===== src/hw/rtl/wlf_pkg.sv =====
`timescale 1ns / 1ps
// Shared types, constants and saturating helpers for the weighted line fit.
// No dependencies; used by every module of the block.
package wlf_pkg;

    localparam int MAX_POINTS_DEF = 256;
    localparam int FRAC_BITS_DEF  = 16;

    localparam logic signed [63:0] Q_MAX = 64'sh7FFF_FFFF_FFFF_FFFF;
    localparam logic signed [63:0] Q_MIN = 64'sh8000_0000_0000_0000;
    localparam logic signed [63:0] I32_MAX = 64'sd2147483647;
    localparam logic signed [63:0] I32_MIN = -64'sd2147483648;
    localparam logic [6:0] DIV_TOP_FULL = 7'd127;

    localparam logic [1:0] ST_OK   = 2'd0;
    localparam logic [1:0] ST_ZERO = 2'd1;
    localparam logic [1:0] ST_OVF  = 2'd2;
    localparam logic [1:0] ST_SAT  = 2'd3;

    typedef struct packed {
        logic               sat;
        logic signed [63:0] v;
    } t_sres;

    // result beat of an arithmetic unit
    typedef struct packed {
        logic               done;
        logic               sat;
        logic signed [63:0] res;
    } t_unit_out;

    function automatic logic [63:0] f_mag(input logic signed [63:0] a);
        return a[63] ? 64'(-a) : 64'(a);
    endfunction

    function automatic t_sres f_qadd(input logic signed [63:0] a, input logic signed [63:0] b);
        t_sres r;
        logic signed [63:0] s;
        s = a + b;
        r.sat = (a[63] == b[63]) && (s[63] != a[63]);
        r.v = r.sat ? (a[63] ? Q_MIN : Q_MAX) : s;
        return r;
    endfunction

    function automatic t_sres f_qsub(input logic signed [63:0] a, input logic signed [63:0] b);
        t_sres r;
        logic signed [63:0] s;
        s = a - b;
        r.sat = (a[63] != b[63]) && (s[63] != a[63]);
        r.v = r.sat ? (a[63] ? Q_MIN : Q_MAX) : s;
        return r;
    endfunction

endpackage


===== src/hw/rtl/wlf_mul.sv =====
`timescale 1ns / 1ps
// Fixed-point multiply, truncating and saturating, built from four 32x32 partial
// products accumulated one after another. Depends on wlf_pkg.
module wlf_mul #(
    parameter int FRAC_BITS = wlf_pkg::FRAC_BITS_DEF
) (
    input  logic                i_clk,
    input  logic                i_rst_n,
    input  logic                i_start,
    input  logic signed [63:0]  i_a,
    input  logic signed [63:0]  i_b,
    output wlf_pkg::t_unit_out  o_out
);

    logic [63:0]  r_ma, r_mb;
    logic         r_neg;
    logic [127:0] r_acc;
    logic [2:0]   r_step;
    logic         r_run;
    logic         r_done;
    logic         r_sat;
    logic signed [63:0] r_res;

    logic [31:0]  opa, opb;
    logic [63:0]  pp;
    logic [1:0]   sh;
    logic [127:0] addend;
    logic         hi_nz;
    logic [63:0]  fin_mag;
    logic         fin_sat;

    always_comb begin
        opa = r_step[0] ? r_ma[63:32] : r_ma[31:0];
        opb = r_step[1] ? r_mb[63:32] : r_mb[31:0];
        pp  = opa * opb;
        sh  = {1'b0, r_step[0]} + {1'b0, r_step[1]};
        addend = {64'd0, pp} << {sh, 5'd0};
        hi_nz  = |r_acc[127:64+FRAC_BITS];
        fin_mag = hi_nz ? 64'(wlf_pkg::Q_MAX) : r_acc[63+FRAC_BITS -: 64];
        fin_sat = hi_nz | fin_mag[63];
        if (fin_mag[63]) begin
            fin_mag = 64'(wlf_pkg::Q_MAX);
        end
    end

    always_ff @(posedge i_clk) begin
        if (!i_rst_n) begin
            r_run  <= 1'b0;
            r_done <= 1'b0;
        end else begin
            r_done <= 1'b0;
            if (i_start) begin
                r_run <= 1'b1;
            end else if (r_run && r_step == 3'd4) begin
                r_run  <= 1'b0;
                r_done <= 1'b1;
            end
        end
    end

    always_ff @(posedge i_clk) begin
        if (i_start) begin
            r_ma   <= wlf_pkg::f_mag(i_a);
            r_mb   <= wlf_pkg::f_mag(i_b);
            r_neg  <= i_a[63] ^ i_b[63];
            r_acc  <= '0;
            r_step <= '0;
        end else if (r_run) begin
            if (r_step == 3'd4) begin
                r_sat <= fin_sat;
                r_res <= r_neg ? -$signed(fin_mag) : $signed(fin_mag);
            end else begin
                r_acc  <= r_acc + addend;
                r_step <= r_step + 3'd1;
            end
        end
    end

    assign o_out = '{done: r_done, sat: r_sat, res: r_res};

endmodule


===== config.mk =====
export PLATFORM = sky130hd
export DESIGN_NAME = wlf_mul
export DESIGN_NICKNAME = d
export VERILOG_FILES = /design/src/hw/rtl/wlf_pkg.sv /design/src/hw/rtl/wlf_mul.sv
export SDC_FILE = /design/constraint.sdc
export NUM_CORES = 2
export LEC_CHECK = 0
export BUFFER_PORTS_ARGS = -buffer_cell sky130_fd_sc_hd__clkbuf_2
export CORE_UTILIZATION = 30
export CTS_CLUSTER_SIZE = 25
export DETAILED_ROUTE_END_ITERATION = 8
export HOLD_SLACK_MARGIN = 0.05
export SLEW_MARGIN = 20
export SYNTH_ARGS = -nofsm -noshare
export SYNTH_HDL_FRONTEND = slang
export SYNTH_SLANG_ARGS = --single-unit
export TNS_END_PERCENT = 1

===== constraint.sdc =====
create_clock -name i_clk -period 15.4 [get_ports i_clk]
set_input_delay 0 -clock i_clk [delete_from_list [all_inputs] [get_ports i_clk]]
set_output_delay 0 -clock i_clk [all_outputs]
set_load 0.02 [all_outputs]

Word level (Yosys, flattened, before mapping)
Cells that the tools add are included.
{"block": "totals", "inputBits": 131, "elab_cells": 41, "out_inout_bits": 66, "regBits": 327}
{"block": "op_classes", "mul": 1, "n_bitwise": 5, "n_eq_ne": 1, "n_reduce_logical": 6, "addsub": 6, "mux": 10, "shift": 1}
{"cell": "$neg 64->64", "count": 3}
{"cell": "$mux 63", "count": 3}
{"cell": "$add 128x128->128", "count": 1}
{"cell": "$mux 64", "count": 2}
{"cell": "$shl 64x7->128", "count": 1}
{"cell": "$mul 32x32->64", "count": 1}
{"cell": "$mux 32", "count": 2}
{"cell": "$reduce_or 48->1", "count": 1}
{"cell": "$add 3x1->3 const B", "count": 1}
{"cell": "$eq 3x3->1 const B", "count": 1}
{"cell": "$mux 1", "count": 3}
{"cell": "$not 1->1", "count": 3}
{"cell": "$reduce_and 3->1", "count": 1}
{"cell": "$add 1x1->2", "count": 1}
{"cell": "$reduce_and 2->1", "count": 1}
{"cell": "$reduce_bool 2->1", "count": 1}
{"cell": "$reduce_or 2->1", "count": 1}
{"cell": "$logic_and 1x1->1", "count": 1}
{"cell": "$or 1x1->1", "count": 1}
{"cell": "$xor 1x1->1", "count": 1}

Depth between registers and ports, before layout
{"block": "logic_depth", "word_depth": 5, "ltp_mapped": 48, "mapped_depth_nobuf": 42}

Least setup slack after synthesis
Ideal clock, no wire load.
{"block": "synth_path", "path_kind": "flip-flop to flip-flop", "from": "reg r_step[0]", "to": "reg r_acc[102]", "period_less_slack_ps": 11966, "arrival_time_ps": 11837, "stages_incl_launch_ff": 43, "n_path_buf": 5, "required_time_ps": 15272, "setup_slack_ps": 3434, "setup_ps": 128, "cell_sequence": "dfxtp_1 -> clkbuf_1 -> clkbuf_1 -> clkbuf_1 -> mux2i_1 -> clkbuf_1 -> nor2_1 -> fa_1 -> inv_1 -> fa_1 -> fa_1 -> fa_1 -> inv_1 -> fa_1 -> inv_1 -> fa_1 -> inv_1 -> fa_1 -> (+7 left out) -> a21boi_0 -> a21oi_1 -> xor2_1 -> mux2i_1 -> and2_1 -> ha_1 -> clkbuf_1 -> nand4_1 -> or4_1 -> nor4_1 -> nand2_1 -> o211a_1 -> and2_1 -> o31ai_1 -> a21oi_1 -> o41ai_1 -> xnor2_1 -> o21ai_0"}
{"block": "synth_via", "elab_chain_len": 4, "elab_cells_between_ends": 8, "cone_classes": "2 x add/sub; 1 x mul; 1 x eq/ne; 1 x shift; 1 x mux; 1 x bitwise; 1 x reduce/logical"}
{"element": "start: declaration", "line": "wlf_mul.sv:18", "text": "logic [2:0] r_step;"}
{"element": "start signal: assignment", "line": "wlf_mul.sv:74", "text": "r_step <= r_step + 3'd1;"}
{"element": "$mux 32", "line": "wlf_mul.sv:33", "text": "opa = r_step[0] ? r_ma[63:32] : r_ma[31:0];"}
{"element": "$mul 32x32->64", "line": "wlf_mul.sv:35", "text": "pp = opa * opb;"}
{"element": "$shl 64x7->128", "line": "wlf_mul.sv:37", "text": "addend = {64'd0, pp} << {sh, 5'd0};"}
{"element": "$add 128x128->128", "line": "wlf_mul.sv:73", "text": "r_acc <= r_acc + addend;"}
{"element": "end signal: assignment", "line": "wlf_mul.sv:73"}
{"element": "end: declaration", "line": "wlf_mul.sv:17", "text": "logic [127:0] r_acc;"}
Parallel ways exist; a longest one is shown, timed or not.
A chain may end at the register's enable or synchronous reset.

Final worst setup path
{"block": "layout_path", "from": "reg r_step[1]", "to": "reg r_acc[124]"}
{"block": "layout_via", "elab_chain_len": 4, "elab_cells_between_ends": 8, "cone_classes": "2 x add/sub; 1 x mul; 1 x eq/ne; 1 x shift; 1 x mux; 1 x bitwise; 1 x reduce/logical"}
{"element": "$mux 32", "line": "wlf_mul.sv:34", "text": "opb = r_step[1] ? r_mb[63:32] : r_mb[31:0];"}
{"element": "$mul 32x32->64", "line": "wlf_mul.sv:35"}
{"element": "$shl 64x7->128", "line": "wlf_mul.sv:37"}
{"element": "$add 128x128->128", "line": "wlf_mul.sv:73"}
Parallel ways exist; a longest one is shown, timed or not.

==> key figures <==
STA
  – Final worst path period share: 93.2%
  – Worst-Margin Slew: 1.26 ns
  – Relative slew slack: between 10% and 20%
  – Hold Fails Final Rpt: 0
  – F_max: a little under 70 MHz
  – Final setup violation count: 0
  – Final min period: approximately 14 ns
  – Clock skew: about 0.085 ns
  – RSZ-0062 raised after global routing: no
  – Slew Viols, Final: 0
  – Setup TNS: 0 ns

Clocking
  – Worst skew pair latency: around 0.69 ns
  – Post-CTS Setup Inserts: 0
  – CTS tree: yes
  – Maximum clock path buffer count: 3
  – H-tree Lvls: 2
  – CTS buffer count: 42
  – Clock root cell: clkbuf_16
  – Clock-pin slew on the worst setup and hold paths: 0.06 ns
  – Num Clock Sinks: about 330

Setup path
  – Slowest CP cell: dfxtp_4
  – Most frequent CP cell: fa_1
  – Crit start category: register
  – Worst Path Buf+Inv: 5
  – RR Startpoint: r_step[1]$_SDFFE_PP0P_
  – Worst Path Arrival: roughly 15 ns
  – Largest stage delay on the critical path: just over 0.8 ns
  – R2R depth: 39
  – Crit Path Category: register to register
  – Crit end category: register
  – Flop-to-flop setup slack: 1.04 ns
  – Worst Path Required: roughly 16 ns
  – Top delay family on crit path: adder cells
  – R2r endpoint: r_acc[124]$_SDFFE_PP0P_
  – Crit path max fanout: 34

Route
  – ANT nets after route: 0
  – Wire per inst: around 23 um
  – Detailed Route WL: 216 mm
  – Pre-Repair DR Iteration Count: 8
  – DRC violations left: 4
  – Initial DRC count: 4963
  – Via count: 50300
  – Via density: about 5.3

Logic synthesis
  – Syn. warnings: 0
  – Post-synth top flop: edfxtp_1
  – Number of synthesized flops with an enable pin: between 150 and 200
  – Area contributors post-synth: fa_1 32%, edfxtp_1 10%, ha_1 8.7%
  – Mapped Area: between 50000 and 60000 um2
  – Seq cells post-synth: 327
  – Avg Inst Size Synth: 8.52 um2
  – Sequential area share after synthesis: ~15%
  – Mapped Nets: 8106
  – Area leader, netlist: fa_1
  – Post-synth top area share: a little under a third
  – Number of library cell types mapped by synthesis: between 70 and 80
  – Synthesized netlist cell count: 6683
  – Async set-reset flop share out of synthesis: 0%

Finish
  – Synth-to-layout area growth: 13.1%
  – Fillers: 19600
  – Reg area: 8500 um2
  – Post-Route Utilization: around a third
  – Share of cells above drive strength 1: under 10%
  – Most common cell after layout, fill and taps aside: inv_1
  – Post-Layout Cell Count: around 9400
  – Area of the multi-input gates: ~44000 um2
  – Fin area: ~64000 um2
  – Nets: 8305
  – Commonest non-fill, non-tap cells in the layout: 921 x inv_1, 897 x fa_1, 863 x nand2_1, 844 x nor2_1, 394 x ha_1

Global routing
  – Grt ovf: 0
  – Total track usage: approximately 22%
  – Pin count of the biggest net entering global routing: 67
  – First-pass GRT wire length: between 300 and 400 mm
  – Via count of the first global-routing pass: approximately 51000
  – Initial antenna violation count: 3

Placement
  – DP HPWL: approximately 170 mm
  – Placed instance count: slightly above 9000
  – Placed cell areas: 60800 um2
  – Port Buffers: approximately 200
  – Final GP Congestion: around 0.98

Run status
  – Violated checks: design-rule violations
  – Status: complete, but fails checks

Floorplan
  – Chip Width: around 440 um
  – I/O pins: about 200
  – Die Span Y: ~440 um
  – Core ar.: approximately 190000 um2
  – FP Rows: ~160
  – Starting Density: between 30% and 40%
  – Die footprint: 192000 um2

Job
  – Maxcap violations: 0

Hold path
  – Worst hold path class: primary input to register
  – Hold path start: i_rst_n
  – Hold Crit Endpoint: r_done$_SDFF_PP0_
  – Hold Path Cell Cnt: 3
==> worst min-delay path: stages <==
cell and delay, ns:
dlygate4sd3_1 0.52, clkbuf_2 0.12, and2_1 0.11
==> per-stage QoR <==
| stage | hold WS, ns | setup slack (ns) |
|---|---|---|
| 2_1_floorplan | 0.0989 | 3.43 |
| 3_3_place_gp | 0.224 | 1.19 |
| 3_5_place_dp | 0.236 | 1.41 |
| 4_1_cts | 0.103 | 1.38 |
| 5_1_grt | 0.147 | 0.501 |
| 6_report | 0.122 | 1.04 |
==> cells by family (layout without fill, tap and decap cells) <==
kind of cell             count (synthesis)  count (layout)  share of synthesized area (%)
buffers and inverters                 1275            1507                           8.42
XOR/XNOR                               311             311                           4.78
adder cells (fa/ha/maj)               1292            1292                           40.2
flip-flops                             327             327                           14.9
AO/OA/AOI/OAI                         1123            1123                           12.3
AND/OR/NAND/NOR                       2214            2214                           16.8
other                                    0               2                              0
multiplexers                           141             141                           2.63
==> area by class of cell <==
cell class	instances	share of cell area, %
repair buffers	507	6.06
clock buffers	47	1.66
inverters	923	5.38
multi-input cells	5081	68.2
well taps	2495	4.84
diodes	2	0.00777
flip-flops and latches	327	13.2
clock inverters	30	0.658
==> worst max path at each step <==
stage,from,endpoint,slack [ns],cells past startpoint
global placement,r_step[1]$_SDFFE_PP0P_,r_acc[124]$_SDFFE_PP0P_,1.19,39
detailed placement,r_step[1]$_SDFFE_PP0P_,r_acc[124]$_SDFFE_PP0P_,1.41,40
global route,r_step[0]$_SDFFE_PP0P_,r_acc[124]$_SDFFE_PP0P_,0.50,40
CTS,r_step[1]$_SDFFE_PP0P_,r_acc[124]$_SDFFE_PP0P_,1.38,40
floorplan,r_step[0]$_SDFFE_PP0P_,r_acc[102]$_SDFFE_PP0P_,3.43,42
finish,r_step[1]$_SDFFE_PP0P_,r_acc[124]$_SDFFE_PP0P_,1.04,39
==> cells in the mapped netlist, types with 55 or more instances <==
cell,n
a21o_1,120
a21oi_1,352
clkbuf_1,330
dfxtp_1,133
edfxtp_1,194
fa_1,897
ha_1,395
inv_1,921
mux2_2,66
mux2i_1,73
nand2_1,865
nand4_1,89
nor2_1,845
nor3_1,72
o21ai_0,268
or3_1,55
xnor2_1,218
xor2_1,93
==> state kept, by name, summed over array words and instances, names as in the netlist <==
signal,cells
r_res,64
r_step,3
r_sat,1
r_run,1
r_done,1
r_mb,64
r_neg,1
r_acc,128
r_ma,64
==> what timing repair did <==
item / 4_1_cts / 5_1_grt
endpoints found under the hold margin: 140 / 0
setup endpoints to repair: 0 / 0
resized for setup: 0 / 0
hold buffers: 212 / 0
==> metal layers <==
layer	vias to the layer above	share of wire [%]	GRT usage [%]
met5	-	0.0060	0
met3	463	8.8	4.24
met1	25400	40	29.1
met2	2282	46	35.5
met4	2	5.0	9.59
li1	22200	-	-
Power is not shown: default switching activity piles up to over one toggle a cycle in this logic, so the estimate is an artifact.
