### config.mk
export PLATFORM = sky130hd
export DESIGN_NAME = wlf_div
export DESIGN_NICKNAME = d
export VERILOG_FILES = /design/src/hw/rtl/wlf_pkg.sv /design/src/hw/rtl/wlf_div.sv
export SDC_FILE = /design/constraint.sdc
export NUM_CORES = 1
export LEC_CHECK = 0
export BUFFER_PORTS_ARGS = -buffer_cell sky130_fd_sc_hd__buf_2
export CAP_MARGIN = 20
export CELL_PAD_IN_SITES_DETAIL_PLACEMENT = 0
export CELL_PAD_IN_SITES_GLOBAL_PLACEMENT = 1
export CORE_UTILIZATION = 25
export DETAILED_ROUTE_END_ITERATION = 6
export PLACE_DENSITY = 0.48
export SLEW_MARGIN = 20
export SYNTH_ARGS = -nofsm -noshare
export SYNTH_HDL_FRONTEND = slang
export SYNTH_SLANG_ARGS = --single-unit
### constraint.sdc
create_clock -name i_clk -period 12.2 [get_ports i_clk]
set_input_delay 0.61 -clock i_clk [delete_from_list [all_inputs] [get_ports i_clk]]
set_output_delay 0.61 -clock i_clk [all_outputs]
set_load 0.05 [all_outputs]
### src/hw/rtl/wlf_pkg.sv
`timescale 1ns / 1ps
// Shared types, constants and saturating helpers for the weighted line fit.
// No dependencies; used by every module of the block.
package wlf_pkg;

    localparam int MAX_POINTS_DEF = 256;
    localparam int FRAC_BITS_DEF  = 16;

    localparam logic signed [63:0] Q_MAX = 64'sh7FFF_FFFF_FFFF_FFFF;
    localparam logic signed [63:0] Q_MIN = 64'sh8000_0000_0000_0000;
    localparam logic signed [63:0] I32_MAX = 64'sd2147483647;
    localparam logic signed [63:0] I32_MIN = -64'sd2147483648;
    localparam logic [6:0] DIV_TOP_FULL = 7'd127;

    localparam logic [1:0] ST_OK   = 2'd0;
    localparam logic [1:0] ST_ZERO = 2'd1;
    localparam logic [1:0] ST_OVF  = 2'd2;
    localparam logic [1:0] ST_SAT  = 2'd3;

    typedef struct packed {
        logic               sat;
        logic signed [63:0] v;
    } t_sres;

    // result beat of an arithmetic unit
    typedef struct packed {
        logic               done;
        logic               sat;
        logic signed [63:0] res;
    } t_unit_out;

    function automatic logic [63:0] f_mag(input logic signed [63:0] a);
        return a[63] ? 64'(-a) : 64'(a);
    endfunction

    function automatic t_sres f_qadd(input logic signed [63:0] a, input logic signed [63:0] b);
        t_sres r;
        logic signed [63:0] s;
        s = a + b;
        r.sat = (a[63] == b[63]) && (s[63] != a[63]);
        r.v = r.sat ? (a[63] ? Q_MIN : Q_MAX) : s;
        return r;
    endfunction

    function automatic t_sres f_qsub(input logic signed [63:0] a, input logic signed [63:0] b);
        t_sres r;
        logic signed [63:0] s;
        s = a - b;
        r.sat = (a[63] != b[63]) && (s[63] != a[63]);
        r.v = r.sat ? (a[63] ? Q_MIN : Q_MAX) : s;
        return r;
    endfunction

endpackage

### src/hw/rtl/wlf_div.sv
`timescale 1ns / 1ps
// Fixed-point divide (a << FRAC_BITS) / b, restoring, one quotient bit a cycle
// from a chosen top bit down, with saturation. Depends on wlf_pkg.
module wlf_div #(
    parameter int FRAC_BITS = wlf_pkg::FRAC_BITS_DEF
) (
    input  logic                i_clk,
    input  logic                i_rst_n,
    input  logic                i_start,
    input  logic signed [63:0]  i_a,
    input  logic signed [63:0]  i_b,
    input  logic [6:0]          i_top,
    output wlf_pkg::t_unit_out  o_out
);

    logic [127:0] r_num;
    logic [63:0]  r_d, r_rem, r_ql;
    logic         r_qh, r_neg;
    logic [6:0]   r_i;
    logic         r_run, r_fin, r_done;
    logic         r_sat;
    logic signed [63:0] r_res;

    logic [64:0] r2, diff;
    logic        ge;
    logic [63:0] fin_mag;
    logic        fin_sat;

    always_comb begin
        r2   = {r_rem, r_num[r_i]};
        ge   = r2 >= {1'b0, r_d};
        diff = r2 - {1'b0, r_d};
        fin_mag = r_qh ? 64'(wlf_pkg::Q_MAX) : r_ql;
        fin_sat = r_qh | fin_mag[63];
        if (fin_mag[63]) begin
            fin_mag = 64'(wlf_pkg::Q_MAX);
        end
    end

    always_ff @(posedge i_clk) begin
        if (!i_rst_n) begin
            r_run  <= 1'b0;
            r_fin  <= 1'b0;
            r_done <= 1'b0;
        end else begin
            r_done <= 1'b0;
            r_fin  <= 1'b0;
            if (i_start) begin
                if (i_b == '0) begin
                    r_done <= 1'b1;
                end else begin
                    r_run <= 1'b1;
                end
            end else if (r_run && r_i == '0) begin
                r_run <= 1'b0;
                r_fin <= 1'b1;
            end else if (r_fin) begin
                r_done <= 1'b1;
            end
        end
    end

    always_ff @(posedge i_clk) begin
        if (i_start) begin
            r_num <= {64'd0, wlf_pkg::f_mag(i_a)} << FRAC_BITS;
            r_d   <= wlf_pkg::f_mag(i_b);
            r_neg <= i_a[63] ^ i_b[63];
            r_rem <= '0;
            r_ql  <= '0;
            r_qh  <= 1'b0;
            r_i   <= i_top;
            if (i_b == '0) begin
                // divide by zero: zero over zero is zero, else full scale
                r_sat <= (i_a != '0);
                r_res <= (i_a == '0) ? 64'sd0 : (i_a[63] ? -wlf_pkg::Q_MAX : wlf_pkg::Q_MAX);
            end
        end else if (r_run) begin
            r_rem <= ge ? diff[63:0] : r2[63:0];
            r_ql  <= {r_ql[62:0], ge};
            if (r_i[6] && ge) begin
                r_qh <= 1'b1;
            end
            r_i <= r_i - 7'd1;
        end else if (r_fin) begin
            r_sat <= fin_sat;
            r_res <= r_neg ? -$signed(fin_mag) : $signed(fin_mag);
        end
    end

    assign o_out = '{done: r_done, sat: r_sat, res: r_res};

endmodule

# == After elaboration in Yosys (flattened, before gate mapping) ==
# Index checks and enable logic that the tools add are counted.
# totals
ramBits,0
input_bits,138
out_inout_bits,66
n_memories,0
latch_bits,0
romBits,0
regBits,333
word_cells,68
# op_classes
shifts,0
n_mux,28
bitwise,3
add_sub_neg,5
multipliers,0
n_eq_ne,3
order_cmp,2
n_reduce_logical,13
n_div,0
# ops
cell,n
two-way mux 64 bit,9
two-way mux 63 bit,3
logical NOT 64 bit,2
negation 64 bit,2
greater-or-equal comparator 65 x 64 -> 1 bit,1
negation 63 -> 64 bit,1
nonzero test 64 bit,1
subtractor 64 bit,1
two-way mux 7 bit,2
two-way mux 1 bit,13
< comparator 7 x 8 -> 1 bit (second input constant),1
binary-select mux 1 bit (select 7 bit),1
logical NOT 7 bit,1
subtractor 7 x 1 -> 7 bit (second input constant),1
nonzero test 2 bit,3
!= test 2 bit (second input constant),2
AND reduction 2 bit,2
AND reduction 3 bit,1
logical AND 1 bit,2
!= test 2 x 1 -> 1 bit (second input constant),1
OR reduction 2 bit,1
NOT 1 bit,1
bitwise OR 1 bit,1
XOR 1 bit,1

# == Depth between registers and ports, before layout ==
# logic_depth
ltp_word,7
depth_mapped,23
ltp_nobuf,20

# == Worst setup path after synthesis ==
# Ideal clock, no wire load.
# synth_timing
path_type,input port to flip-flop
from,in i_b[31]
to,reg r_res[0] (enable)
path_stages,11
n_path_buf,1
setup_ns,0.425
t_arrival_ns,5.268
t_required_ns,11.775
slack_ns,6.507
path_cell_list,or4_4 -> or3_4 -> or4_1 -> or2_0 -> or2_1 -> buf_6 -> or4_4 -> or3_4 -> or4_4 -> nand4bb_1 -> nand2_1
# synth_between
elab_chain_len,3
# synth_lines
element,line,rtl
from (decl),wlf_div.sv:11,"input logic signed [63:0] i_b,"
logical NOT 64 bit,wlf_div.sv:72,if (i_b == '0) begin
!= test 2 x 1 -> 1 bit (no line),--,
AND reduction 3 bit (no line),--,
to (signal assigned),wlf_div.sv:75,r_res <= (i_a == '0) ? 64'sd0 : (i_a[63] ? -wlf_pkg::Q_MAX : wlf_pkg::Q_MAX);
to (signal assigned),wlf_div.sv:86,r_res <= r_neg ? -$signed(fin_mag) : $signed(fin_mag);
to (decl),wlf_div.sv:22,logic signed [63:0] r_res;
# No other way between the ends.
# A chain may end at the register's enable or synchronous reset.

# == Final worst setup path ==
# layout_timing
from,reg r_i[1]
to,reg r_rem[0]
# layout_between
elab_chain_len,4
word_cells_on_any_way,5
cone_classes,1 x add/sub; 1 x order compare; 3 x mux
# layout_lines
element,line,rtl
from (decl),wlf_div.sv:19,logic [6:0] r_i;
from (signal assigned),wlf_div.sv:71,r_i <= i_top;
from (signal assigned),wlf_div.sv:83,r_i <= r_i - 7'd1;
binary-select mux 1 bit (select 7 bit) (*),wlf_div.sv:30,"r2 = {r_rem, r_num[r_i]};"
two-way mux 1 bit (not written as such) (*),wlf_div.sv:30,
subtractor 64 bit or greater-or-equal comparator 65 x 64 -> 1 bit (tied branches),"wlf_div.sv:32, wlf_div.sv:31",
two-way mux 64 bit (*),wlf_div.sv:78,r_rem <= ge ? diff[63:0] : r2[63:0];
to (signal assigned),wlf_div.sv:78,
to (decl),wlf_div.sv:17,"logic [63:0] r_d, r_rem, r_ql;"
# Mark *: on every way between the ends. The rest lies on a longest branch, timed or not. The select of a mux whose other input is x is not followed.

==> out/results.ini <==
[floorplan]
dieArea_mm2 = 0.0845
coreArea_mm2 = 0.0822
die_w_um = 291
ios = 204
start_util_pct = 25.3
dieHeight_um = 291
num_rows = 105

[timing]
max_freq_ghz = 0.163
finalCriticalPeriod_ns = 6.14
finalSetupTns_ns = 0
slew_violations = 0
hold_violations = 0
finalSetupViolations = 0
hold_ws_ns = 0.273
relSlewSlack_pct = 30.2
fin_crit_sh_pct = 50.3
max_slew.worst_pin.slew_ns = 1.05
rsz0062_at_grt = false
skew_ns = 0.0349

[finish]
areaGrowthSynthToFinish_pct = 16.3
layout-drive-gt1-share_pct = 13.8
multi_input_area_mm2 = 0.0113
seq_area_mm2 = 0.00868
nets = 2624
nFillCells = 8749
design_area_mm2 = 0.0242

[logic_synthesis]
yosys_warnings = 0
synth-simple-area-share_pct = 17.6
syn_inst = 2288
synth-seq-area-share_pct = 41.7
muxShareOfSynthArea_pct = 5.15
synthFlopType = edfxtp_1
synthArstFlopShare_pct = 0
netlist_area_mm2 = 0.0208
ys_ff_latch = 333
syn_nets = 2495
synth_xor_area_share_pct = 9.34
ys_types = 73
synth_compound_gate_area_share_pct = 17.8
syn_avg_cell_area_um2 = 9.10
synth_edf_count = 201
synthAdderAreaFrac_pct = 4.18
synth_top_family_by_area = compound AO/OA/AOI/OAI gates

[power_and_ir_drop]
p_per_area_mw_per_mm2 = 134
p_sw_mw = 0.969
p_leak_nw = 9.04
power_frac_comb_pct = 21.2
clockPowerShare_pct = 38.2
p_sw_share_pct = 29.9
irDropWorstVdd_mv = 0.0786
p_int_mw = 2.27
sequentialPowerShare_pct = 40.7

[setup_path]
critPathLaunchType = flop
end_kind = flop
r2r_setup_slack_ns = 6.06
worstSetupStartpoint = r_i[1]
crit_cells = 17
critPathCapture = r_rem[0]
slowest_delay_ns = 0.89
crit_chain = mux4_2 > mux4_2 > nand3b_1 > o21ai_0 > o21ai_0 > ha_1 > nor2b_1 > o31a_1 > o31ai_1 > a211oi_1 > o211ai_1 > a21o_1 > o21a_1 > o21ba_2 > buf_4 > nor3_1 > or3_1
crit_arrival_ns = 6.59
slowest_stage = edfxtp_1
crit_family = compound AO/OA/AOI/OAI gates
path_max_fanout = 51
reg2reg_from = r_i[1]
worstRegToRegCells = 17
path_buf_inv = 1
required_ns = 12.65
crit_type = flop to flop
regToRegEndpoint = r_rem[0]

[clock_network]
insertion_delay_ns = 0.58
post-cts-setup-buffers = 0
cts_tree = done
htreeDepth = 2
cts.sinks = 333
cts_hold_buf = 0
cts.clk_slew.worst_paths_ns = 0.06
numCtsBuffers = 42
cts-resized-gates = 0
clockBufferDepth = 3
cts_root_buffer = clkbuf_16

[global_route]
antenna_found_initial = 8
grt_pass1_vias = 17200
grt_overflow_total = 0
grt_first_pass_wirelength_mm = 99.6
grt_usage_pct = 14.7
grt_start_max_net_pins = 103

[routing]
drc_errors = 0
initialDrtViolationCount = 977
vias = 17200
drtPass1Iterations = 5
totalWireLength_mm = 62.9
post_drt_via_cell_ratio = 4.89
ant_nets = 0
routedWlPerCell_um = 17.9

[place]
placed_area_mm2 = 0.0228
dp_hpwl_mm = 45.7
finalWeightedCongestion = 0.783
placement.io_buffers = 203

[run]
maxCapViolCount = 0

[hold_path]
hold_start = i_a[0]
hold_class = primary input to flop

[run_status]
status = finished clean

-- area by class of cell --
class | count | area share [%]
repair buffers | 222 | 4.91
flip-flops and latches | 333 | 35.9
clock inverters | 22 | 0.873
well taps | 1070 | 5.53
inverters | 97 | 1.50
diodes | 5 | 0.0517
multi-input cells | 1721 | 46.6
clock buffers | 55 | 4.71
-- power by group through the flow --
stage	Clock (mW)	Sequential [mW]	Combinational, mW
finish	1.23	1.32	0.684
global placement	0	1.34	0.691
global route	1.33	1.32	0.767
CTS	1.28	1.32	0.692
floorplan	0	1.31	0.492
detailed placement	0	1.34	0.688
-- flip-flops by register name (all words and copies together) (netlist names) --
signal and cells:
r_i 7, r_ql 64, r_neg 1, r_done 1, r_num 64, r_sat 1, r_run 1, r_fin 1
r_rem 64, r_res 64, r_d 64, r_qh 1
-- Yosys cell counts (5+ instances only) --
library cell,number,area share (%)
xnor2_1,192,8.1
clkbuf_1,123,2.2
a221oi_1,11,0.46
mux4_2,14,1.5
or4_4,5,0.27
o21ai_0,185,4.4
o31ai_1,62,2.2
nand3b_1,7,0.25
or3_1,38,1.1
ha_1,68,4.1
nor3_1,62,1.5
and2_1,6,0.18
mux2i_1,70,3.4
mux2_2,5,0.27
nand4_1,27,0.81
buf_1,11,0.20
and3_1,8,0.24
o21bai_1,15,0.54
a31oi_1,6,0.18
a311oi_1,40,1.7
xor2_1,30,1.3
a21o_1,29,1.0
a32oi_1,7,0.29
nor3b_1,5,0.18
nand2_1,234,4.2
o21a_1,15,0.54
a21oi_1,96,2.3
or2_2,12,0.36
nor2_1,230,4.1
or4_1,24,0.87
edfxtp_1,201,29
nand2b_1,19,0.57
dfxtp_1,132,13
o311ai_0,12,0.50
nor4_1,14,0.42
nor2b_1,11,0.33
o41ai_1,30,1.3
inv_1,97,1.7
nand3_1,54,1.3
a211oi_1,20,0.72
-- metrics by stage --
stage / std cells / utilization (%) / setup slack (ns) / power (mW)
after floorplan: 2288 / - / 6.51 / 1.81
after global placement: 3442 / 27.7 / 5.91 / 2.03
after detailed placement: 3442 / 27.8 / 5.87 / 2.03
after CTS: 3519 / 29.4 / 5.86 / 3.29
after global routing: 3521 / 29.4 / 5.48 / 3.42
final: 3525 / 29.4 / 6.06 / 3.23
-- cell usage in the layout, fill, tap and decap left out, types with 38 or more instances in the layout --
cell type | Yosys | layout
nand2_1 | 234 | 233
nor2_1 | 230 | 228
buf_2 | 0 | 202
edfxtp_1 | 201 | 201
xnor2_1 | 192 | 192
o21ai_0 | 185 | 185
dfxtp_1 | 132 | 131
inv_1 | 97 | 97
a21oi_1 | 96 | 96
mux2i_1 | 70 | 70
ha_1 | 68 | 68
o31ai_1 | 62 | 62
nor3_1 | 62 | 62
nand3_1 | 54 | 54
clkbuf_16 | 0 | 43
a311oi_1 | 40 | 40
or3_1 | 38 | 38
-- worst reg2reg max path: cells and delay by family (launching register included) --
kind,cells,cell delay (ns)
mux,2,0.92
compound gates,9,2.67
flops,1,0.89
simple gates,4,0.64
buf+inv,1,0.61
fa+ha+maj,1,0.26
-- worst min-delay path by stage --
stage	end	cells past startpoint	slack [ns]
3_3_place_gp	r_rem[29]	2	0.48
5_1_grt	r_num[16]	1	0.26
4_1_cts	r_num[16]	1	0.24
3_5_place_dp	r_rem[56]	2	0.48
2_1_floorplan	r_rem[22]	2	0.45
6_report	r_num[16]	1	0.27
-- layer usage --
| layer | part of all wire, % | GRT usage [%] |
|---|---|---|
| met1 | 48 | 20.0 |
| met2 | 46 | 23.9 |
| met3 | 4.3 | 2.52 |
| met4 | 1.9 | 3.56 |
| met5 | 0.099 | 0 |
-- cells by family (layout without fill, tap and decap cells) --
| group | Yosys count | in the layout |
|---|---|---|
| compound gates | 566 | 566 |
| xor+xnor | 222 | 222 |
| fa+ha+maj | 69 | 69 |
| buf+inv | 234 | 396 |
| flops | 333 | 333 |
| mux | 89 | 89 |
| other cells | 0 | 5 |
| simple gates | 775 | 775 |
Power figures use the tool's default switching activity.
