`src/hw/rtl/wlf_pkg.sv`:
```
`timescale 1ns / 1ps
// Shared types, constants and saturating helpers for the weighted line fit.
// No dependencies; used by every module of the block.
package wlf_pkg;

    localparam int MAX_POINTS_DEF = 256;
    localparam int FRAC_BITS_DEF  = 16;

    localparam logic signed [63:0] Q_MAX = 64'sh7FFF_FFFF_FFFF_FFFF;
    localparam logic signed [63:0] Q_MIN = 64'sh8000_0000_0000_0000;
    localparam logic signed [63:0] I32_MAX = 64'sd2147483647;
    localparam logic signed [63:0] I32_MIN = -64'sd2147483648;
    localparam logic [6:0] DIV_TOP_FULL = 7'd127;

    localparam logic [1:0] ST_OK   = 2'd0;
    localparam logic [1:0] ST_ZERO = 2'd1;
    localparam logic [1:0] ST_OVF  = 2'd2;
    localparam logic [1:0] ST_SAT  = 2'd3;

    typedef struct packed {
        logic               sat;
        logic signed [63:0] v;
    } t_sres;

    // result beat of an arithmetic unit
    typedef struct packed {
        logic               done;
        logic               sat;
        logic signed [63:0] res;
    } t_unit_out;

    function automatic logic [63:0] f_mag(input logic signed [63:0] a);
        return a[63] ? 64'(-a) : 64'(a);
    endfunction

    function automatic t_sres f_qadd(input logic signed [63:0] a, input logic signed [63:0] b);
        t_sres r;
        logic signed [63:0] s;
        s = a + b;
        r.sat = (a[63] == b[63]) && (s[63] != a[63]);
        r.v = r.sat ? (a[63] ? Q_MIN : Q_MAX) : s;
        return r;
    endfunction

    function automatic t_sres f_qsub(input logic signed [63:0] a, input logic signed [63:0] b);
        t_sres r;
        logic signed [63:0] s;
        s = a - b;
        r.sat = (a[63] != b[63]) && (s[63] != a[63]);
        r.v = r.sat ? (a[63] ? Q_MIN : Q_MAX) : s;
        return r;
    endfunction

endpackage

```
`src/hw/rtl/wlf_sqrt.sv`:
```
`timescale 1ns / 1ps
// Fixed-point square root floor(sqrt(a << FRAC_BITS)), digit recurrence,
// one root bit a cycle for all 64 root bits. Depends on wlf_pkg.
module wlf_sqrt #(
    parameter int FRAC_BITS = wlf_pkg::FRAC_BITS_DEF
) (
    input  logic                i_clk,
    input  logic                i_rst_n,
    input  logic                i_start,
    input  logic signed [63:0]  i_a,
    output wlf_pkg::t_unit_out  o_out
);

    logic [127:0] r_num;
    logic [65:0]  r_rem;
    logic [63:0]  r_root;
    logic [5:0]   r_k;
    logic         r_run, r_done;
    logic signed [63:0] r_res;

    logic [67:0] rem4, trial, diff;
    logic        ge;

    always_comb begin
        rem4  = {r_rem, r_num[127:126]};
        trial = {2'b00, r_root, 2'b01};
        ge    = rem4 >= trial;
        diff  = rem4 - trial;
    end

    always_ff @(posedge i_clk) begin
        if (!i_rst_n) begin
            r_run  <= 1'b0;
            r_done <= 1'b0;
        end else begin
            r_done <= 1'b0;
            if (i_start) begin
                if (i_a <= 64'sd0) begin
                    r_done <= 1'b1;
                end else begin
                    r_run <= 1'b1;
                end
            end else if (r_run && r_k == '0) begin
                r_run  <= 1'b0;
                r_done <= 1'b1;
            end
        end
    end

    always_ff @(posedge i_clk) begin
        if (i_start) begin
            r_num  <= {64'd0, i_a} << FRAC_BITS;
            r_rem  <= '0;
            r_root <= '0;
            r_k    <= 6'd63;
            r_res  <= '0;
        end else if (r_run) begin
            r_rem  <= ge ? diff[65:0] : rem4[65:0];
            r_root <= {r_root[62:0], ge};
            r_num  <= r_num << 2;
            r_k    <= r_k - 6'd1;
            if (r_k == '0) begin
                r_res <= $signed({r_root[62:0], ge});
            end
        end
    end

    assign o_out = '{done: r_done, sat: 1'b0, res: r_res};

endmodule

```
`config.mk`:
```
export PLATFORM = sky130hd
export DESIGN_NAME = wlf_sqrt
export DESIGN_NICKNAME = d
export VERILOG_FILES = /design/src/hw/rtl/wlf_pkg.sv /design/src/hw/rtl/wlf_sqrt.sv
export SDC_FILE = /design/constraint.sdc
export NUM_CORES = 1
export LEC_CHECK = 0
export ABC_CLOCK_PERIOD_IN_PS = 3100
export BUFFER_PORTS_ARGS = -buffer_cell sky130_fd_sc_hd__buf_2
export CORE_MARGIN = 1.5
export CORE_UTILIZATION = 55
export DETAILED_ROUTE_END_ITERATION = 6
export PLACE_DENSITY = 0.77
export SYNTH_ARGS = -nofsm -noshare
export SYNTH_HDL_FRONTEND = slang
export SYNTH_SLANG_ARGS = --single-unit
```
`constraint.sdc`:
```
create_clock -name i_clk -period 3.1 [get_ports i_clk]
set_clock_uncertainty 0.05 [all_clocks]
set_input_delay 0.31 -clock i_clk [delete_from_list [all_inputs] [get_ports i_clk]]
set_output_delay 0.31 -clock i_clk [all_outputs]
set_load 0.03 [all_outputs]
```
* After elaboration in Yosys (flattened, before gate mapping) *
Cells that the tools add are included.

storage, ports and cells
  register bits after elaboration = 314
  output and inout port bits = 66
  word-level logic and storage cells = 28

cells by class
  order comparisons = 2
  equality and inequality tests = 1
  $add $sub $neg = 2
  mux-type cells = 9
  reductions and logical operators = 6

operator list
  operator                                                                 number
  80-bit 2-to-1 mux                                                        2
  68-bit by 66-bit >= comparator with 1-bit output                         1
  66-bit 2-to-1 mux                                                        1
  66-bit subtractor                                                        1
  64-bit by 1-bit <= comparator with 1-bit output (second input constant)  1
  6-bit logical NOT                                                        1
  1-bit 2-to-1 mux                                                         6
  6-bit by 1-bit subtractor with 6-bit output (second input constant)      1
  2-bit AND reduction                                                      2
  2-bit nonzero test                                                       2
  2-bit inequality test (second input constant)                            1
  1-bit logical AND                                                        1

* Depth between registers and ports, before layout *
Gate-level depths: netlist of the first run.

  word-level depth = 4
  depth in mapped cells = 15

* Worst setup path after synthesis of the first run *
No wires, ideal clock.

  path kind = reg2reg
  start = register r_root[15]
  end = register r_rem[58]
  cell stages (with the launch flop) = 14
  path buffers = 1
  data arrival time = 3099 ps
  slack = -119 ps
  clock period less this slack = 3219 ps
  cell sequence = dfxtp_1 inv_1 ha_1 buf_4 a21o_4 nor2_1 a221o_1 a2111o_1 a31oi_2 o41ai_2 o41a_4 o41ai_2 mux2_2 a21oi_1

on the way
  word-level cells in the longest chain between the ends = 2
  elaborated cells on any way between the ends = 3
  classes of those cells = 1 x add/sub; 1 x order compare; 1 x mux

ends and longest elaborated chain
  item                                                                                          line                            text
  start, declared                                                                               wlf_sqrt.sv:16                  logic [63:0] r_root;
  start signal, assigned                                                                        wlf_sqrt.sv:59                  r_root <= {r_root[62:0], ge};
  66-bit subtractor / 68-bit by 66-bit >= comparator with 1-bit output (equally long branches)  wlf_sqrt.sv:28, wlf_sqrt.sv:27
  66-bit 2-to-1 mux (*)                                                                         wlf_sqrt.sv:58                  r_rem <= ge ? diff[65:0] : rem4[65:0];
  end signal, assigned                                                                          wlf_sqrt.sv:58
  end, declared                                                                                 wlf_sqrt.sv:15                  logic [65:0] r_rem;

Mark *: on every way between the ends. The rest lies on a longest branch, timed or not.
A chain may end at the register's enable or synchronous reset.

* Final worst setup path of the first run *
  start = register r_root[18]
  end = register r_rem[23]

The elaborated chain is that of the path after synthesis.

==> key figures, run 1 <==
Clock network
  – Htree depth: 2
  – Clock-pin transition on the worst setup and hold timing paths: ~60 ps
  – Skew-Pair Late Insertion Delay: approximately 550 ps
  – Root Buffer: clkbuf_16
  – Inserted Clock Buffers: 34
  – Clock Path Buffers: 3
  – Sink Count: between 300 and 400
  – CTS tree: built

Timing
  – Final Slew Violations: 0
  – Endpoints failing hold: 0
  – Hold Slack: 33.86 ps
  – Final WS setup: -224.2 ps
  – Period utilization: 107.2%
  – Post-layout min period: 3324 ps
  – RSZ-0062 raised after global routing: true
  – Setup TNS: -7280 ps
  – Fmax: 0.3008 GHz
  – Worst-margin pin slew: about 1000 ps
  – Normalized max-slew margin: between 30% and 40%
  – # setup viols final: between 60 and 70

Power and ir drop
  – Leak: approximately 8.7 nW
  – Power Density: roughly 770 nW/um^2
  – Total power: around 16 mW
  – Worst vdd ir: around 0.54 mV

Synth
  – Synthesized area per cell: between 8 and 9 sq um
  – Post-synth top area share: between 30 and 40%
  – Number of distinct library cells after synthesis: 77
  – Post-synthesis async set-or-reset flop share: 0%
  – Mapped Area: 16,390 sq um
  – Register area share after synthesis: a little over two fifths
  – Flops & latches, synth: between 300 and 400
  – Cell count after synthesis: ~1,800
  – Ys Warns: 0
  – Post-synth EDFFs: 64
  – Synth top area cells: dfxtp_1 31%, edfxtp_1 12%, mux2i_1 8.1%, a21oi_1 5.6%, nor2_1 5.4%
  – Synth area leader: dfxtp_1
  – Synth Flop Type: dfxtp_1
  – Synth Net Count: around 2,000

Worst setup path
  – Critical path capture point type: flop
  – Slowest stage cell, crit path: dfxtp_1
  – Worst setup SP type: flop
  – WP data required: around 3500 ps
  – Most used cell, CP: buf_4
  – Critical path, cell by cell: inv_1 -> ha_4 -> nand4_1 -> buf_4 -> buf_4 -> nor3_1 -> a22oi_1 -> o2111ai_4 -> a21oi_4 -> o21ai_2 -> a41oi_4 -> buf_12 -> buf_8 -> buf_6 -> nor2_2 -> a21oi_1 -> a211oi_1
  – Crit-path max FO: 8
  – WS Path Type: flop to flop
  – Arr. time, crit path: roughly 3700 ps
  – CP peak stage delay: around 340 ps

Place
  – HPWL Detailed: between 20 and 30 mm
  – Port-buffer cells: ~130
  – Placer congestion estimate: 0.9210
  – Dpl ws: -287.9 ps

GRT
  – Largest net degree at the start of global routing: between 150 and 200
  – Initial antenna violation count: 0
  – Grt total ovfl: 0
  – Global-route wire length before repair: a little under 70 mm
  – Via count of the first global-routing pass: 14,040
  – Total track usage: a little over a quarter

Routing
  – Drt pass-1 iters: 5
  – Final WL: approximately 43 mm
  – Drt via density: about 5.6
  – Initial DRC Count: 1,034
  – Remaining DRCs: 0
  – Routed length per instance: 16.46 um
  – Via count: ~14,000
  – Final ANT Viol Nets: 0

Floorplanning
  – Row cnt: 63
  – Die Wd: 175.6 um
  – Die Y: approximately 180 um
  – Core ar.: slightly below 30,000 sq um
  – Initial Util: a little under three fifths
  – Die ar.: a little over 30,000 sq um
  – # IOs: around 130

Hold path
  – Worst Hold Class: input pin to flop

Final layout
  – Final nets: roughly 2,300
  – # fillers: roughly 2,200
  – Most frequent cells in the layout: 257 x buf_4, 236 x dfxtp_1, 216 x nor2_1
  – # diodes: 0
  – Synthesis-to-layout area growth: 28.74%
  – Commonest non-fill, non-tap cell in the layout: buf_4
  – Layout cell share with drive strength beyond 1: between 30 and 40%
  – Util after Layout: a little under three quarters

Flow run
  – Max cap viols: 0

Outcome
  – Failing checks: setup timing
  – Status: finished with violations
-- through the flow --
stage	instance area (sq um)	instances
after CTS	20660	2575
after global routing	21100	2585
final	21100	2585
after global placement	19020	2493
after floorplan	16400	1843
after detailed placement	19020	2493
-- cells by family (layout without fill, tap and decap cells) --
| kind of cell | after synthesis | count (layout) | synth area share (%) |
|---|---|---|---|
| simple gates | 566 | 566 | 14.95 |
| compound gates | 412 | 412 | 16.05 |
| flops | 314 | 314 | 42.26 |
| buf+inv | 217 | 569 | 5.306 |
| mux | 203 | 203 | 12.93 |
| fa+ha+maj | 67 | 67 | 5.115 |
| xor+xnor | 63 | 63 | 3.367 |
| other cells | 1 | 1 | 0.02288 |
-- power by group --
part / switching, mW / internal (mW) / leakage (nW)
Combinational: 3.85 / 3.72 / 5.49
Sequential: 0.159 / 4.41 / 2.67
Clock: 1.75 / 2.43 / 0.565
-- metal layers --
| metal | global-route usage (%) | part of all wire (%) |
|---|---|---|
| met3 | 4.329 | 5.0 |
| met4 | 7.728 | 2.3 |
| met1 | 33.81 | 43 |
| met2 | 46.95 | 49 |
| met5 | 0 | 0 |
-- cells in the mapped netlist (4+ instances only) --
cell type	instances
and2_1	5
mux2_2	67
o21bai_1	20
buf_4	10
mux2i_1	133
xor2_1	20
nor2_1	237
a211oi_1	53
nor3_1	14
nand4_1	33
nor2b_1	8
edfxtp_1	64
nand2b_1	14
o21ai_1	7
dfxtp_1	250
a31oi_1	4
a21o_1	16
nand3_1	10
nor3b_1	4
inv_1	94
buf_1	18
o31ai_1	7
nand2_1	199
buf_2	14
o21a_1	9
a21oi_1	182
nor4_1	22
clkbuf_1	80
or3_1	7
o21ai_0	52
a21boi_0	5
a32oi_1	5
ha_1	67
xnor2_1	43
-- what timing repair did --
item | 4_1_cts | 5_1_grt
buffers inserted | 19 | 11
cloned | 1 | 0
pin swaps | 32 | 55
endpoints found under the setup margin | 59 | 68
hold buffers | 1 | 0
hold endpoints to repair | 2 | 0
resized for setup | 64 | 96
-- worst max-delay path, delay by kind of cell, from the launching register on --
kind / cells / cell delay (ps)
buffers and inverters: 6 / 880
and+or+nand+nor: 3 / 540
AOI/OAI and AO/OA: 7 / 1120
DFF: 1 / 340
adders and majority gates: 1 / 300
-- registers in the layout (all words and copies together) (netlist names) --
register	count
r_done	1
r_k	6
r_num	112
r_rem	66
r_res	64
r_root	64
r_run	1
-- cell type report --
cell class | instances | area, sq um | share of cell area (%)
inverters | 95 | 356.6 | 1.690
repair buffers | 413 | 2952 | 13.99
well taps | 390 | 488.0 | 2.313
multi-input cells | 1312 | 9188 | 43.55
flip-flops and latches | 314 | 6947 | 32.92
clock inverters | 13 | 224.0 | 1.061
clock buffers | 48 | 944.7 | 4.477
-- worst paths after layout --
| path | from | end | slack [ps] | cells after the start |
|---|---|---|---|---|
| max | r_root[18] | r_rem[23] | -220 | 17 |
| min | i_a[33] | r_num[49] | 30 | 2 |
| max reg2reg | r_root[18] | r_rem[23] | -220 | 17 |
| min reg2reg | r_res[20] | r_res[20] | 400 | 2 |
Note: power is estimated with default switching activity, not from simulation.
==> run 2, diff against run 1 <==
ABC_CLOCK_PERIOD_IN_PS = 4300   (was 3100)
CAP_MARGIN = 20   (was not set)
CORE_MARGIN = not set   (was 1.5)
CORE_UTILIZATION = 59   (was 55)
PLACE_DENSITY = 0.79   (was 0.77)
clock period = 4.3 ns   (was 3.1 ns; I/O delays follow)
==> key figures, run 2 (synthesis gave the netlist of run 1 again) <==
Worst setup path
  – Arr. time, crit path: 4210 ps (+510 ps)
  – Reg2reg start: r_root[22]
  – WS Path Type: flop to flop
  – CP startpoint: r_root[22]
  – Top delay family on crit path: compound AO/OA/AOI/OAI gates
  – Worst Path Buf+Inv: 2 (-4)
  – Worst setup SP type: flop
  – Slowest stage cell, crit path: inv_2
  – Critical path, cell by cell: inv_1 -> ha_1 -> nand4_1 -> nor4_2 -> nand2b_1 -> o2111ai_2 -> a21oi_2 -> o21ai_2 -> a41oi_4 -> inv_2 -> nand2_1 -> o21ai_0
  – CP peak stage delay: 450 ps (+110 ps)
  – WP data required: 4670 ps (+1190 ps)
  – Crit-path max FO: 15 (+7)
  – Critical path capture point type: flop

Routing
  – Final ANT Viol Nets: 0 (unchanged)
  – Via count: 13,390 (-7.6%)
  – Drt pass-1 iters: 5 (unchanged)
  – Final WL: 37.16 mm (-13%)
  – Remaining DRCs: 0 (unchanged)
  – Initial DRC Count: 947 (-8.4%)
  – Routed length per instance: 16.16 um (-1.8%)
  – Drt via density: 5.823 (+3.9%)

Timing
  – Period utilization: 89.31% (-18 points)
  – Post-layout min period: 3840 ps (+516.0 ps)
  – Worst-margin pin slew: 981.1 ps (-16.18 ps)
  – RSZ-0062 raised after global routing: false
  – Normalized max-slew margin: 34.59% (+1.1 points)
  – Final Slew Violations: 0 (unchanged)
  – Endpoints failing hold: 0 (unchanged)
  – Setup TNS: 0 ps (+7280 ps)
  – Fmax: 0.2604 GHz (-13%)
  – # setup viols final: 0 (-100%)

Final layout
  – Layout cell share with drive strength beyond 1: 14.95% (-15 points)
  – Non-Filler Instances: 2,299 (-11%)
  – Max FFs per register: 112 (unchanged)
  – Final instance area: 18,280 sq um (-13%)
  – FF/Latch Area: 6930 sq um (-0.23%)
  – Synthesis-to-layout area growth: 11.50%
  – Most frequent cells in the layout: 249 x dfxtp_1, 237 x nor2_1, 199 x nand2_1
  – Commonest non-fill, non-tap cell in the layout: dfxtp_1
  – # fillers: 2,160 (+0.42%)
  – # diodes: 0 (unchanged)
  – Final nets: 2,037 (-12%)
  – Biggest regs: r_num: 112 flops, r_rem: 66 flops
  – Biggest register: r_num
  – Multi-input combinational cell area: 8611 sq um (-6.3%)

Power and ir drop
  – Leak: 7.269 nW (-17%)
  – Total power: 9.904 mW (-39%)
  – Worst vdd ir: 0.4294 mV (-20%)
  – Power Density: 541.9 nW/um^2 (-30%)

Flow run
  – Max cap viols: 0 (unchanged)

Outcome
  – Status: complete, no violations

Hold path
  – Hold_sp: i_rst_n
  – Worst Hold Class: input pin to flop

GRT
  – Largest net degree at the start of global routing: 132 (-19%)
  – Total track usage: 26.12% (-0.64 points)
  – Initial antenna violation count: 1 (+1)
  – Global-route wire length before repair: 61.84 mm (-9.3%)
  – Grt total ovfl: 0 (unchanged)
  – Via count of the first global-routing pass: 12,840 (-8.6%)

Place
  – HPWL Detailed: 25.69 mm (-11%)
  – Placer congestion estimate: 0.9138 (-0.78%)
  – Port-buffer cells: 131 (unchanged)
  – Cell Area, Placed: 17,140 sq um (-9.9%)
  – Cells after DPL: 2,239 (-10%)

Clock network
  – CTS tree: built
  – Hold_buf cts: 0 (-1)
  – Sink Count: 314 (unchanged)
  – Clock-pin transition on the worst setup and hold timing paths: 60 ps (about the same)
  – Postcts setup bufs: 0 (-19)
  – Clock Path Buffers: 3 (unchanged)
  – Htree depth: 2 (unchanged)
  – Inserted Clock Buffers: 34 (unchanged)
  – Resize count post-CTS: 0 (-100%)
  – Root Buffer: clkbuf_16
  – Skew-Pair Late Insertion Delay: 520 ps (-30 ps)

Floorplanning
  – Die Wd: 168.7 um (-4.0%)
  – Core ar.: 27,100 sq um (-8.1%)
  – Die Y: 168.7 um (-4.0%)
  – Initial Util: 60.48% (+4.9 points)
  – Die ar.: 28,450 sq um (-7.8%)
  – Row cnt: 60 (-4.8%)
  – # IOs: 133 (unchanged)
==> run 2: cell types whose count changed in the layout (fill, tap and decap cells not counted), sizes merged <==
cell,before,now
inv,96,97
dlygate4sd3,1,0
clkinv,8,7
buf,412,146
clkinvlp,1,0
==> run 2: worst reg2reg max path: stages, from the launching register on <==
cell       delay (ps)
dfxtp_1           380
inv_1              60
ha_1              430
nand4_1           250
nor4_2            360
nand2b_1          190
o2111ai_2         380
a21oi_2           190
o21ai_2           270
a41oi_4           190
inv_2             450
nand2_1           280
o21ai_0           280
==> run 2: final timing paths <==
path | end | slack (ps) | cells past startpoint
setup / recovery | r_rem[59] | 460 | 12
hold reg to reg | r_res[60] | 400 | 2
hold / removal | r_run | 80 | 2
setup reg to reg | r_rem[59] | 460 | 12
==> run 2: through the flow <==
| stage | setup slack, ps | hold slack, ps | util, % |
|---|---|---|---|
| after floorplan | 1081 | 402.6 | - |
| after global placement | 587.5 | 388.5 | 63.22 |
| after detailed placement | 541.3 | 393.0 | 63.25 |
| after CTS | 477.9 | 63.54 | 67.43 |
| after global routing | 223.7 | 86.25 | 67.43 |
| final | 459.7 | 77.46 | 67.43 |
==> run 2: final cells by class <==
cell class / instances / share of cell area (%)
clock buffer: 48 / 5.327
clock inverter: 12 / 0.8764
timing repair buffer: 146 / 4.259
inverter: 95 / 1.951
tap: 372 / 2.547
sequential: 314 / 37.92
multi-input combinational: 1312 / 47.12
==> run 2: power by group <==
part	switching (mW)	internal (mW)
clock network	1.18	1.77
registers	0.110	3.18
logic	2.19	1.47
==> run 2: metal layers <==
metal | global-route usage (%) | vias to the layer above | routed length [um]
met3 | 4.536 | 74 | 2211
met2 | 43.32 | 413 | 17220
met5 | 0 | - | 13
met4 | 8.024 | 2 | 867
li1 | - | 6592 | -
met1 | 34.74 | 6305 | 16840
